**src/hw/rtl/avosv_pkg.sv**
```systemverilog
// ----------------------------------------------------------------------------
// avosv_pkg
// Shared types and constants of the AV1 OBU stream validator.
// ----------------------------------------------------------------------------
package avosv_pkg;

	// default longest LEB128 size field in bytes
	localparam int MAX_SIZE_BYTES_DEF = 10;
	// payload bits carried by one LEB128 byte
	localparam int LEB_BITS = 7;
	// widest size accumulator
	localparam int ACC_W_MAX = 64;
	localparam int CNT_W = 32;
	localparam int STATUS_W = 3;
	// OBU type of a sequence header
	localparam logic [3:0] OBU_SEQ_HEADER = 4'd1;

	typedef enum logic [STATUS_W-1:0] {
		ST_OK          = 3'd0,
		ST_FORBIDDEN   = 3'd1,
		ST_NO_SIZE     = 3'd2,
		ST_TRUNC_EXT   = 3'd3,
		ST_BAD_LEB     = 3'd4,
		ST_OVERRUN     = 3'd5
	} status_t;

	typedef enum logic [5:0] {
		PH_HEADER  = 6'b000001,
		PH_EXT     = 6'b000010,
		PH_SIZE    = 6'b000100,
		PH_PAYLOAD = 6'b001000,
		PH_ZEROS   = 6'b010000,
		PH_DRAIN   = 6'b100000
	} phase_t;

	// one input beat
	typedef struct packed {
		logic       fin;
		logic [7:0] data_byte;
	} in_beat_t;

	// one result beat
	typedef struct packed {
		logic [CNT_W-1:0] seq_header_total;
		logic [CNT_W-1:0] obu_total;
		status_t          status;
	} result_t;

endpackage

```
**src/hw/rtl/av1_obu_stream_validator_top.sv**
```systemverilog
// ----------------------------------------------------------------------------
// av1_obu_stream_validator_top
// AV1 low-overhead OBU stream checker with LEB128 size parsing.
// ----------------------------------------------------------------------------
// a final byte's report passes the input register, then the result register, to m_tdata
// throughput: one byte per cycle, one parser step each, unless a final byte stalls for
// the result register, which lets the next stream start while a report waits
// reset: arst_n clears all control state; the parser starts at an OBU header
module av1_obu_stream_validator_top
	import avosv_pkg::*;
#(
	parameter int MAX_SIZE_BYTES = MAX_SIZE_BYTES_DEF
) (
	input  logic        clk,
	input  logic        arst_n,
	input  logic        s_tvalid,
	output logic        s_tready,
	input  logic [7:0]  s_tdata,   // data_byte
	input  logic        s_tlast,   // is_final
	output logic        m_tvalid,
	input  logic        m_tready,
	output logic [71:0] m_tdata    // status[2:0], obu_total[34:3], seq_header_total[66:35]
);

	in_beat_t in_beat, beat_s1;
	logic     valid_s1, consume, res_valid, out_room;
	result_t  res, res_q;
	logic     out_valid_q;

	assign in_beat.data_byte = s_tdata;
	assign in_beat.fin       = s_tlast;

	avosv_in_stage u_in (
		.clk      (clk),
		.arst_n   (arst_n),
		.in_valid (s_tvalid),
		.in_ready (s_tready),
		.in_beat  (in_beat),
		.consume  (consume),
		.valid_s1 (valid_s1),
		.beat_s1  (beat_s1)
	);

	avosv_parser #(
		.MAX_SIZE_BYTES (MAX_SIZE_BYTES)
	) u_parser (
		.clk       (clk),
		.arst_n    (arst_n),
		.valid_s1  (valid_s1),
		.beat_s1   (beat_s1),
		.out_room  (out_room),
		.consume   (consume),
		.res_valid (res_valid),
		.res       (res)
	);

	// result register
	assign out_room = !out_valid_q || m_tready;

	always_ff @(posedge clk or negedge arst_n) begin
		if (!arst_n) begin
			out_valid_q <= 1'b0;
		end else if (out_room) begin
			out_valid_q <= res_valid;
		end
	end

	always_ff @(posedge clk) begin
		if (res_valid) begin
			res_q <= res;
		end
	end

	assign m_tvalid = out_valid_q;
	assign m_tdata  = {5'd0, res_q};

endmodule

```
**src/hw/rtl/avosv_in_stage.sv**
```systemverilog
// ----------------------------------------------------------------------------
// avosv_in_stage
// Input register: holds one byte beat until the parser consumes it.
// ----------------------------------------------------------------------------
module avosv_in_stage
	import avosv_pkg::*;
(
	input  logic     clk,
	input  logic     arst_n,
	input  logic     in_valid,
	output logic     in_ready,
	input  in_beat_t in_beat,
	input  logic     consume,
	output logic     valid_s1,
	output in_beat_t beat_s1
);

	// take a new beat when empty or when the held one leaves this cycle
	assign in_ready = !valid_s1 || consume;

	always_ff @(posedge clk or negedge arst_n) begin
		if (!arst_n) begin
			valid_s1 <= 1'b0;
		end else if (in_ready) begin
			valid_s1 <= in_valid;
		end
	end

	// payload
	always_ff @(posedge clk) begin
		if (in_ready && in_valid) begin
			beat_s1 <= in_beat;
		end
	end

endmodule

```
**src/hw/rtl/avosv_parser.sv**
```systemverilog
// ----------------------------------------------------------------------------
// avosv_parser
// OBU header / LEB128 size / payload skip state, error latch and counters.
// ----------------------------------------------------------------------------
module avosv_parser
	import avosv_pkg::*;
#(
	parameter int MAX_SIZE_BYTES = MAX_SIZE_BYTES_DEF
) (
	input  logic     clk,
	input  logic     arst_n,
	input  logic     valid_s1,
	input  in_beat_t beat_s1,
	input  logic     out_room,
	output logic     consume,
	output logic     res_valid,
	output result_t  res
);

	localparam int ACC_W   = (LEB_BITS * MAX_SIZE_BYTES > ACC_W_MAX) ?
		ACC_W_MAX : LEB_BITS * MAX_SIZE_BYTES;
	localparam int IDX_W   = $clog2(MAX_SIZE_BYTES + 1);
	localparam int SHIFT_W = (ACC_W > 1) ? $clog2(ACC_W) : 1;

	phase_t             phase_q, phase_n;
	status_t            err_q, err_n;
	logic [IDX_W-1:0]   idx_q, idx_n, idx_inc;
	logic [3:0]         type_q, type_n;
	logic [ACC_W-1:0]   acc_q, acc_n, acc_new;
	logic [ACC_W-1:0]   pay_q, pay_n, pay_dec;
	logic [CNT_W-1:0]   obu_q, obu_n, seq_q, seq_n;
	logic [SHIFT_W-1:0] shift;
	logic [7:0]         b;
	logic               fin;

	// a final beat needs room in the output register
	assign consume   = valid_s1 && (!beat_s1.fin || out_room);
	assign res_valid = consume && beat_s1.fin;

	assign b       = beat_s1.data_byte;
	assign fin     = beat_s1.fin;
	assign idx_inc = idx_q + IDX_W'(1);
	assign shift   = SHIFT_W'(idx_q * LEB_BITS);
	assign acc_new = acc_q | (ACC_W'(b[6:0]) << shift);
	assign pay_dec = pay_q - ACC_W'(1);

	// next state for the held byte
	always_comb begin
		phase_n = phase_q;
		err_n   = err_q;
		idx_n   = idx_q;
		type_n  = type_q;
		acc_n   = acc_q;
		pay_n   = pay_q;
		obu_n   = obu_q;
		seq_n   = seq_q;
		case (phase_q)
			PH_HEADER: begin
				if (b == 8'd0) begin
					phase_n = PH_ZEROS;
				end else if (b[7]) begin
					phase_n = PH_DRAIN;
					err_n   = ST_FORBIDDEN;
				end else if (!b[1]) begin
					phase_n = PH_DRAIN;
					err_n   = ST_NO_SIZE;
				end else begin
					type_n = b[6:3];
					acc_n  = '0;
					idx_n  = '0;
					if (b[2]) begin
						phase_n = fin ? PH_DRAIN : PH_EXT;
						if (fin) err_n = ST_TRUNC_EXT;
					end else begin
						phase_n = fin ? PH_DRAIN : PH_SIZE;
						if (fin) err_n = ST_BAD_LEB;
					end
				end
			end
			PH_EXT: begin
				phase_n = fin ? PH_DRAIN : PH_SIZE;
				if (fin) err_n = ST_BAD_LEB;
			end
			PH_SIZE: begin
				acc_n = acc_new;
				idx_n = idx_inc;
				if (b[7]) begin
					if (idx_inc >= IDX_W'(MAX_SIZE_BYTES) || fin) begin
						phase_n = PH_DRAIN;
						err_n   = ST_BAD_LEB;
					end
				end else begin
					pay_n = acc_new;
					if (acc_new == '0) begin
						phase_n = PH_HEADER;
						if (obu_q != '1) obu_n = obu_q + CNT_W'(1);
						if (type_q == OBU_SEQ_HEADER && seq_q != '1) seq_n = seq_q + CNT_W'(1);
					end else begin
						phase_n = fin ? PH_DRAIN : PH_PAYLOAD;
						if (fin) err_n = ST_OVERRUN;
					end
				end
			end
			PH_PAYLOAD: begin
				pay_n = pay_dec;
				if (pay_dec == '0) begin
					phase_n = PH_HEADER;
					if (obu_q != '1) obu_n = obu_q + CNT_W'(1);
					if (type_q == OBU_SEQ_HEADER && seq_q != '1) seq_n = seq_q + CNT_W'(1);
				end else if (fin) begin
					phase_n = PH_DRAIN;
					err_n   = ST_OVERRUN;
				end
			end
			PH_ZEROS: begin
				if (b != 8'd0) begin
					phase_n = PH_DRAIN;
					err_n   = ST_NO_SIZE;
				end
			end
			default: begin
				phase_n = PH_DRAIN;
			end
		endcase
	end

	// report after the final byte
	always_comb begin
		res.status           = err_n;
		res.obu_total        = obu_n;
		res.seq_header_total = seq_n;
	end

	// control state, cleared after each final byte
	always_ff @(posedge clk or negedge arst_n) begin
		if (!arst_n) begin
			phase_q <= PH_HEADER;
			err_q   <= ST_OK;
			idx_q   <= '0;
			type_q  <= '0;
			obu_q   <= '0;
			seq_q   <= '0;
		end else if (consume) begin
			if (fin) begin
				phase_q <= PH_HEADER;
				err_q   <= ST_OK;
				idx_q   <= '0;
				type_q  <= '0;
				obu_q   <= '0;
				seq_q   <= '0;
			end else begin
				phase_q <= phase_n;
				err_q   <= err_n;
				idx_q   <= idx_n;
				type_q  <= type_n;
				obu_q   <= obu_n;
				seq_q   <= seq_n;
			end
		end
	end

	// size accumulator and payload down-counter
	always_ff @(posedge clk) begin
		if (consume) begin
			acc_q <= acc_n;
			pay_q <= pay_n;
		end
	end

endmodule
```
**config.mk**
```make
export PLATFORM = sky130hd
export DESIGN_NAME = av1_obu_stream_validator_top
export DESIGN_NICKNAME = d
export VERILOG_FILES = /design/src/hw/rtl/avosv_pkg.sv /design/src/hw/rtl/av1_obu_stream_validator_top.sv /design/src/hw/rtl/avosv_in_stage.sv /design/src/hw/rtl/avosv_parser.sv
export SDC_FILE = /design/constraint.sdc
export NUM_CORES = 1
export LEC_CHECK = 0
export ABC_AREA = 0
export BUFFER_PORTS_ARGS = -buffer_cell sky130_fd_sc_hd__buf_2
export CORE_UTILIZATION = 55
export CTS_CLUSTER_DIAMETER = 50
export DETAILED_ROUTE_END_ITERATION = 6
export MAX_ROUTING_LAYER = met4
export PLACE_DENSITY_LB_ADDON = 0.15
export SLEW_MARGIN = 20
export SYNTH_ARGS = -nofsm -noshare
export SYNTH_HDL_FRONTEND = slang
export SYNTH_SLANG_ARGS = --single-unit
```
**constraint.sdc**
```tcl
create_clock -name clk -period 6 [get_ports clk]
set_input_delay 0.6 -clock clk [delete_from_list [all_inputs] [get_ports clk]]
set_output_delay 0.6 -clock clk [all_outputs]
set_load 0.01 [all_outputs]
```
* Yosys cells after proc, flatten, opt, wreduce, memory -nomap -nowiden
Index checks and enable logic that the tools add are counted.
** Operators by class
- Add/sub/neg operators :: 4
- Multiply operators :: 1
- $lt $le $gt $ge :: 1
- Equal/unequal tests :: 20
- Shift operators :: 1
- Mux-type cells :: 53
- Bitwise operators :: 1
- Reductions and logical operators :: 25
** Operator list (count)
- 32-bit 2-to-1 mux :: 10
- 64-bit 2-to-1 mux :: 4
- 64-bit one-hot mux with 2 select lines :: 2
- 64-bit zero test :: 2
- 32-bit one-hot mux with 2 select lines :: 2
- 32-bit by 1-bit adder with 32-bit output, second input constant :: 2
- 32-bit inequality test, second input constant :: 2
- 64-bit OR :: 1
- 7-bit by 6-bit left shift with 64-bit output :: 1
- 64-bit by 1-bit subtractor with 64-bit output, second input constant :: 1
- 6-bit 2-to-1 mux :: 8
- 3-bit 2-to-1 mux :: 14
- 4-bit 2-to-1 mux :: 10
- 6-bit one-hot mux with 5 select lines :: 1
- 3-bit one-hot mux with 5 select lines :: 1
- 5-bit AND reduction :: 3
- 2-bit inequality test, second input constant :: 5
- 3-bit inequality test, second input constant :: 3
- 8-bit zero test :: 1
- 4-bit one-hot mux with 2 select lines :: 1
- 2-bit nonzero test :: 4
- 8-bit nonzero test :: 1
- 6-bit by 1-bit equality test with 1-bit output, second input constant :: 1
- 6-bit by 2-bit equality test with 1-bit output, second input constant :: 1
- 16 further kinds :: 25
** Storage, ports and cells
- Register bits :: 287
- Output and inout port bits :: 74
- Logic and storage cells :: 121

* Longest topological paths before layout
- Word-level depth :: 8
- Depth in mapped cells :: 19
- Gate-level depth less buffers :: 15

* Hierarchy
From an unflattened synthesis, not the netlist that was laid out.
** Second synthesis, totals
- Cells, all modules :: 1788
- Area total of the unflattened synthesis :: 17242.8 µm²
** Modules (own cells, without submodules)
- avosv_parser :: instances 1, cells an instance 1699, area an instance 14818.0 µm²
- av1_obu_stream_validator_top :: instances 1, cells an instance 76, area an instance 2100.8 µm²
- avosv_in_stage :: instances 1, cells an instance 13, area an instance 324.1 µm²

* Worst setup path after synthesis
Ideal clock, no wire load.
- Kind :: reg-to-reg
- From :: register u_parser.idx_q[1]
- To :: register res_q (netlist bit m_tdata[30]) (data pin)
- Setup time :: 258 ps
- Data arrival time :: 4929 ps
- Data required time :: 5742 ps
- Slack :: 814 ps
- Cell stages (with the launch flop) :: 17
- Path buffers :: 2
- Period minus slack after synthesis :: 5186 ps
- Path through :: dfrtp_1 -> fa_1 -> ha_1 -> fa_1 -> xnor2_1 -> nor2_1 -> and3_1 -> clkbuf_1 -> a221oi_1 -> nand4_1 -> or4_1 -> or4_1 -> o32a_1 -> buf_6 -> nor4_1 -> and2_1 -> xnor2_1
** RTL lines
- start, declared :: line avosv_parser.sv:27 : logic [IDX_W-1:0] idx_q, idx_n, idx_inc;
- start signal, assigned :: line avosv_parser.sv:154 : idx_q <= idx_n;
- end signal, assigned :: line av1_obu_stream_validator_top.sv:70 : res_q <= res;
- end, declared :: line av1_obu_stream_validator_top.sv:27 : result_t res, res_q;

* Worst setup path in the final report
- From :: register u_parser.idx_q[2]
- To :: register u_parser.obu_q[16]
** Between the ends
- Longest elaborated chain between the ends :: 8
** RTL lines
- 4-bit by 3-bit multiplier with 6-bit output :: line avosv_parser.sv:43 : assign shift = SHIFT_W'(idx_q * LEB_BITS);
- 7-bit by 6-bit left shift with 64-bit output :: line avosv_parser.sv:44 : assign acc_new = acc_q | (ACC_W'(b[6:0]) << shift);
- 64-bit OR :: line avosv_parser.sv:44
- 64-bit zero test :: line avosv_parser.sv:94 : if (acc_new == '0) begin
- 32-bit 2-to-1 mux :: line avosv_parser.sv:94
- 32-bit 2-to-1 mux :: line avosv_parser.sv:87 : if (b[7]) begin
- 32-bit one-hot mux with 2 select lines :: line avosv_parser.sv:57 : case (phase_q)
- 32-bit 2-to-1 mux :: line avosv_parser.sv:144 : if (fin) begin
- end signal, assigned :: line avosv_parser.sv:156 : obu_q <= obu_n;
- end, declared :: line avosv_parser.sv:31 : logic [CNT_W-1:0] obu_q, obu_n, seq_q, seq_n;
Every way passes these cells.
A chain may end at the register's enable or synchronous reset.

==> impl_metrics.prom <==
# TYPE chip_impl_metric gauge
chip_impl_info{name="critPathCaptureType",value="flop"} 1
chip_impl_metric{name="die_width",unit="um"} 179.4
chip_impl_metric{name="via_per_inst",unit=""} 6.547
chip_impl_metric{name="route.vias.total",unit=""} 14840
chip_impl_metric{name="cpPeakStageDelay",unit="ns"} 0.69
chip_impl_metric{name="initial_utilization",unit="%"} 56.29
chip_impl_metric{name="final.period_utilization",unit="%"} 93.74
chip_impl_metric{name="synth-seq-area-share",unit="%"} 47.39
chip_impl_metric{name="max-slew-margin-rel",unit="%"} 30.30
chip_impl_metric{name="fp-row-count",unit=""} 64
chip_impl_metric{name="hold_ws",unit="ns"} 0.02295
chip_impl_info{name="netlist_top_cells_area",value="sky130_fd_sc_hd__edfxtp_1, sky130_fd_sc_hd__dfrtp_1, sky130_fd_sc_hd__nor2_1"} 1
chip_impl_metric{name="cts_max_level",unit=""} 2
chip_impl_metric{name="grtUsageTotal",unit="%"} 31.61
chip_impl_metric{name="grt_pass1_vias",unit=""} 14050
chip_impl_metric{name="final_cell_count_without_fillers",unit=""} 2267
chip_impl_metric{name="fraction_of_layout_instances_using_a_drive_strength_above_1",unit="%"} 13.42
chip_impl_metric{name="avgSynthCellArea",unit="um^2"} 9.747
chip_impl_metric{name="setup_total_negative_slack",unit="ns"} 0
chip_impl_metric{name="critical_path_buffer_and_inverter_count",unit=""} 1
chip_impl_metric{name="critPathRequiredTime",unit="ns"} 6.43
chip_impl_info{name="yosys_most_used_dff",value="sky130_fd_sc_hd__edfxtp_1"} 1
chip_impl_metric{name="design.final.nets",unit=""} 1869
chip_impl_info{name="crit_path_start_kind",value="flop"} 1
chip_impl_metric{name="power_frac_comb",unit="%"} 25.7
chip_impl_metric{name="cts.path.max_buffers",unit=""} 3
chip_impl_metric{name="netSwitchingFraction",unit="%"} 33.81
chip_impl_metric{name="leakagePower",unit="nW"} 7.343
chip_impl_info{name="setup.worst_path.class",value="reg -> reg"} 1
chip_impl_metric{name="buffer_ports.inserted",unit=""} 81
chip_impl_info{name="critPathSlowestCell",value="sky130_fd_sc_hd__fa_2"} 1
chip_impl_metric{name="synth_area",unit="um^2"} 17310
chip_impl_metric{name="timing.final.ws_setup",unit="ns"} 0.3759
chip_impl_metric{name="power.clock.fraction",unit="%"} 36.1
chip_impl_info{name="hold_path_class",value="in -> async"} 1
chip_impl_metric{name="maxClockFrequency",unit="MHz"} 177.8
chip_impl_metric{name="timing.max_cap.violations",unit=""} 0
chip_impl_metric{name="ios",unit=""} 87
chip_impl_metric{name="drt_pass1_iterations",unit=""} 7
chip_impl_info{name="failed_checks",value="DRC"} 1
chip_impl_info{name="synth.most_common_cell",value="sky130_fd_sc_hd__nor2_1"} 1
chip_impl_metric{name="post-route-min-period",unit="ns"} 5.624
chip_impl_metric{name="internal_power",unit="mW"} 4.117
chip_impl_metric{name="setup_viol_count_final",unit=""} 0
chip_impl_info{name="yosys.area.top_type",value="sky130_fd_sc_hd__edfxtp_1"} 1
chip_impl_metric{name="utilization",unit="%"} 63.17
chip_impl_metric{name="grt_max_degree",unit=""} 99
chip_impl_metric{name="finalClockSkew",unit="ns"} 0.02539
chip_impl_metric{name="die-height",unit="um"} 179.4
chip_impl_metric{name="power.ir.vdd_worst",unit="uV"} 303.6
chip_impl_metric{name="post-place-ws",unit="ns"} 0.1098
chip_impl_metric{name="fin_area",unit="um^2"} 19420
chip_impl_info{name="outcome",value="finished, violations left"} 1
chip_impl_metric{name="dp_hpwl",unit="mm"} 35.13
chip_impl_metric{name="grt_overflow",unit=""} 0
chip_impl_info{name="cts_root_buf",value="sky130_fd_sc_hd__clkbuf_16"} 1
chip_impl_info{name="path_delay_family",value="simple AND/OR/NAND/NOR gates"} 1
chip_impl_metric{name="synth_cells",unit=""} 1776
chip_impl_metric{name="ant_nets",unit=""} 0
chip_impl_metric{name="wl_per_cell",unit="um"} 22.13
chip_impl_info{name="dominant_cell_type_by_count_on_the_critical_path",value="sky130_fd_sc_hd__or4_1"} 1
chip_impl_metric{name="drt_drc_violations_left",unit=""} 26
chip_impl_metric{name="max_slew.worst_pin.slew",unit="ns"} 1.045
chip_impl_metric{name="antenna_cells_inserted",unit=""} 0
chip_impl_metric{name="core_area",unit="um^2"} 30750
chip_impl_metric{name="critical_path.max_fanout",unit=""} 13
chip_impl_metric{name="power.density_cell_area",unit="nW/um^2"} 320.2
chip_impl_info{name="rsz0062_at_grt",value="false"} 1
chip_impl_metric{name="cts_hold_buffers",unit=""} 0
chip_impl_metric{name="hold_violation_total_from_the_final_report",unit=""} 0
chip_impl_metric{name="post_dp_cell_area",unit="um^2"} 18160
chip_impl_metric{name="clkLatencyLatePin",unit="ns"} 0.54
chip_impl_metric{name="power.switching",unit="mW"} 2.103
chip_impl_metric{name="first_iter_violations",unit=""} 1565
chip_impl_metric{name="post_synth_arst_share",unit="%"} 28.92
chip_impl_metric{name="power",unit="mW"} 6.219
chip_impl_metric{name="slew_violations",unit=""} 0
chip_impl_info{name="clock_tree_from_tritoncts",value="yes"} 1
chip_impl_metric{name="yosys_reg_bits",unit=""} 287
chip_impl_metric{name="synthToLayoutAreaGrowth",unit="%"} 12.22
chip_impl_metric{name="gp_routability_congestion",unit=""} 0.9441
chip_impl_metric{name="wp_data_arrival",unit="ns"} 6.05
chip_impl_metric{name="routed_wl",unit="mm"} 50.16
chip_impl_metric{name="antenna_found_initial",unit=""} 0
chip_impl_metric{name="cts_buffers",unit=""} 38
chip_impl_metric{name="ys_types",unit=""} 92
chip_impl_metric{name="ys.warnings.count",unit=""} 0
chip_impl_metric{name="synth-edff-count",unit=""} 204
chip_impl_metric{name="grt_pass1_wl",unit="mm"} 78.65
chip_impl_metric{name="path_clk_slew",unit="ns"} 0.06
chip_impl_info{name="synthTopCellsByCount",value="sky130_fd_sc_hd__nor2_1, sky130_fd_sc_hd__edfxtp_1, sky130_fd_sc_hd__nand2_1"} 1
chip_impl_info{name="crit_chain",value="fa_1 -> ha_2 -> fa_2 -> and3b_1 -> a32oi_1 -> nand3_1 -> inv_1 -> o211ai_1 -> or4_1 -> or4_1 -> o32ai_1 -> nand2b_2 -> or4_1 -> o211ai_1"} 1
chip_impl_metric{name="cell_count_post_placement",unit=""} 2197
chip_impl_metric{name="post-synth-top-area-fraction",unit="%"} 35.39
chip_impl_metric{name="clock-sinks",unit=""} 287
chip_impl_metric{name="die_area",unit="um^2"} 32190
chip_impl_metric{name="power.sequential.fraction",unit="%"} 38.2
-- cell families (layout without fill, tap and decap cells) --
family | after synthesis | count (layout) | share of synthesized area, %
simple gates | 791 | 791 | 24.50
other cells | 1 | 5 | 0.02166
fa+ha+maj | 15 | 15 | 1.258
xor+xnor | 122 | 122 | 6.173
buf+inv | 145 | 236 | 3.412
flops | 287 | 287 | 47.39
mux | 44 | 44 | 2.754
compound gates | 371 | 371 | 14.49
-- final cells by class --
cell class	instances	area [um^2]
Fill cell	2565	11320
Timing Repair Buffer	126	745.7
Tap cell	396	495.5
Clock inverter	25	219.0
Sequential cell	287	8204
Inverter	40	150.1
Multi-Input combinational cell	1348	8582
Clock buffer	45	1028
-- routing by layer --
layer	vias to the layer above	GRT usage [%]	share of wire (%)
li1	6847	-	-
met1	7196	41.02	42
met2	686	49.88	47
met3	114	4.457	7.2
met4	0	13.45	4.0
met5	-	-	0
-- flip-flops by register name, indices dropped and copies added, names as in the netlist --
| register | cells |
|---|---|
| u_parser.acc_q | 64 |
| m_tvalid | 1 |
| u_parser.phase_q | 6 |
| u_parser.type_q | 4 |
| u_in.valid_s1 | 1 |
| u_in.beat_s1 | 9 |
| u_parser.err_q | 3 |
| u_parser.obu_q | 32 |
| u_parser.pay_q | 64 |
| m_tdata | 67 |
| u_parser.idx_q | 4 |
| u_parser.seq_q | 32 |
-- power by group through the flow --
| stage | logic, mW | clock network (mW) | registers [mW] |
|---|---|---|---|
| after floorplan | 0.972 | 0 | 2.39 |
| after global placement | 1.55 | 0 | 2.40 |
| after detailed placement | 1.54 | 0 | 2.41 |
| after CTS | 1.55 | 2.28 | 2.37 |
| after global routing | 1.71 | 2.35 | 2.39 |
| final | 1.60 | 2.25 | 2.37 |
-- worst paths after layout --
path	from	end	slack, ns	depth (start not counted)
max	u_parser.idx_q[2]$_DFFE_PN0P_	u_parser.obu_q[16]$_DFFE_PN0P_	0.38	14
min	arst_n	u_parser.seq_q[14]$_DFFE_PN0P_	0.02	1
max reg2reg	u_parser.idx_q[2]$_DFFE_PN0P_	u_parser.obu_q[16]$_DFFE_PN0P_	0.38	14
min reg2reg	u_parser.type_q[3]$_DFFE_PN0P_	u_parser.type_q[3]$_DFFE_PN0P_	0.52	2
max in group asynchronous	arst_n	u_parser.obu_q[5]$_DFFE_PN0P_	4.86	2
min in group clk	s_tdata[6]	u_in.beat_s1[6]$_DFFE_PP_	0.25	1
-- placed cells by master (no fill, tap or decap), types with 13 or more instances in the layout --
cell type / Yosys / final
sky130_fd_sc_hd__a21oi_1: 126 / 124
sky130_fd_sc_hd__a221o_1: 26 / 26
sky130_fd_sc_hd__a31oi_1: 23 / 23
sky130_fd_sc_hd__and2_1: 28 / 28
sky130_fd_sc_hd__and3_1: 29 / 29
sky130_fd_sc_hd__and4_1: 13 / 13
sky130_fd_sc_hd__buf_2: 7 / 80
sky130_fd_sc_hd__buf_4: 6 / 46
sky130_fd_sc_hd__clkbuf_16: 0 / 39
sky130_fd_sc_hd__dfrtp_1: 82 / 82
sky130_fd_sc_hd__edfxtp_1: 204 / 204
sky130_fd_sc_hd__inv_1: 40 / 39
sky130_fd_sc_hd__mux2i_1: 33 / 32
sky130_fd_sc_hd__nand2_1: 140 / 139
sky130_fd_sc_hd__nand3_1: 56 / 56
sky130_fd_sc_hd__nand4_1: 26 / 26
sky130_fd_sc_hd__nor2_1: 207 / 207
sky130_fd_sc_hd__nor2b_1: 15 / 15
sky130_fd_sc_hd__nor3_1: 83 / 83
sky130_fd_sc_hd__nor4_1: 53 / 52
sky130_fd_sc_hd__o211ai_1: 17 / 17
sky130_fd_sc_hd__o21ai_0: 46 / 46
sky130_fd_sc_hd__or3_1: 27 / 27
sky130_fd_sc_hd__or4_1: 15 / 15
sky130_fd_sc_hd__xnor2_1: 57 / 57
sky130_fd_sc_hd__xor2_1: 65 / 65
-- timing repair --
action / in CTS / in global routing
gates resized for setup: 0 / 6
endpoints found under the setup margin: 0 / 73
setup buffers: 0 / 0
Power figures use the tool's default switching activity.
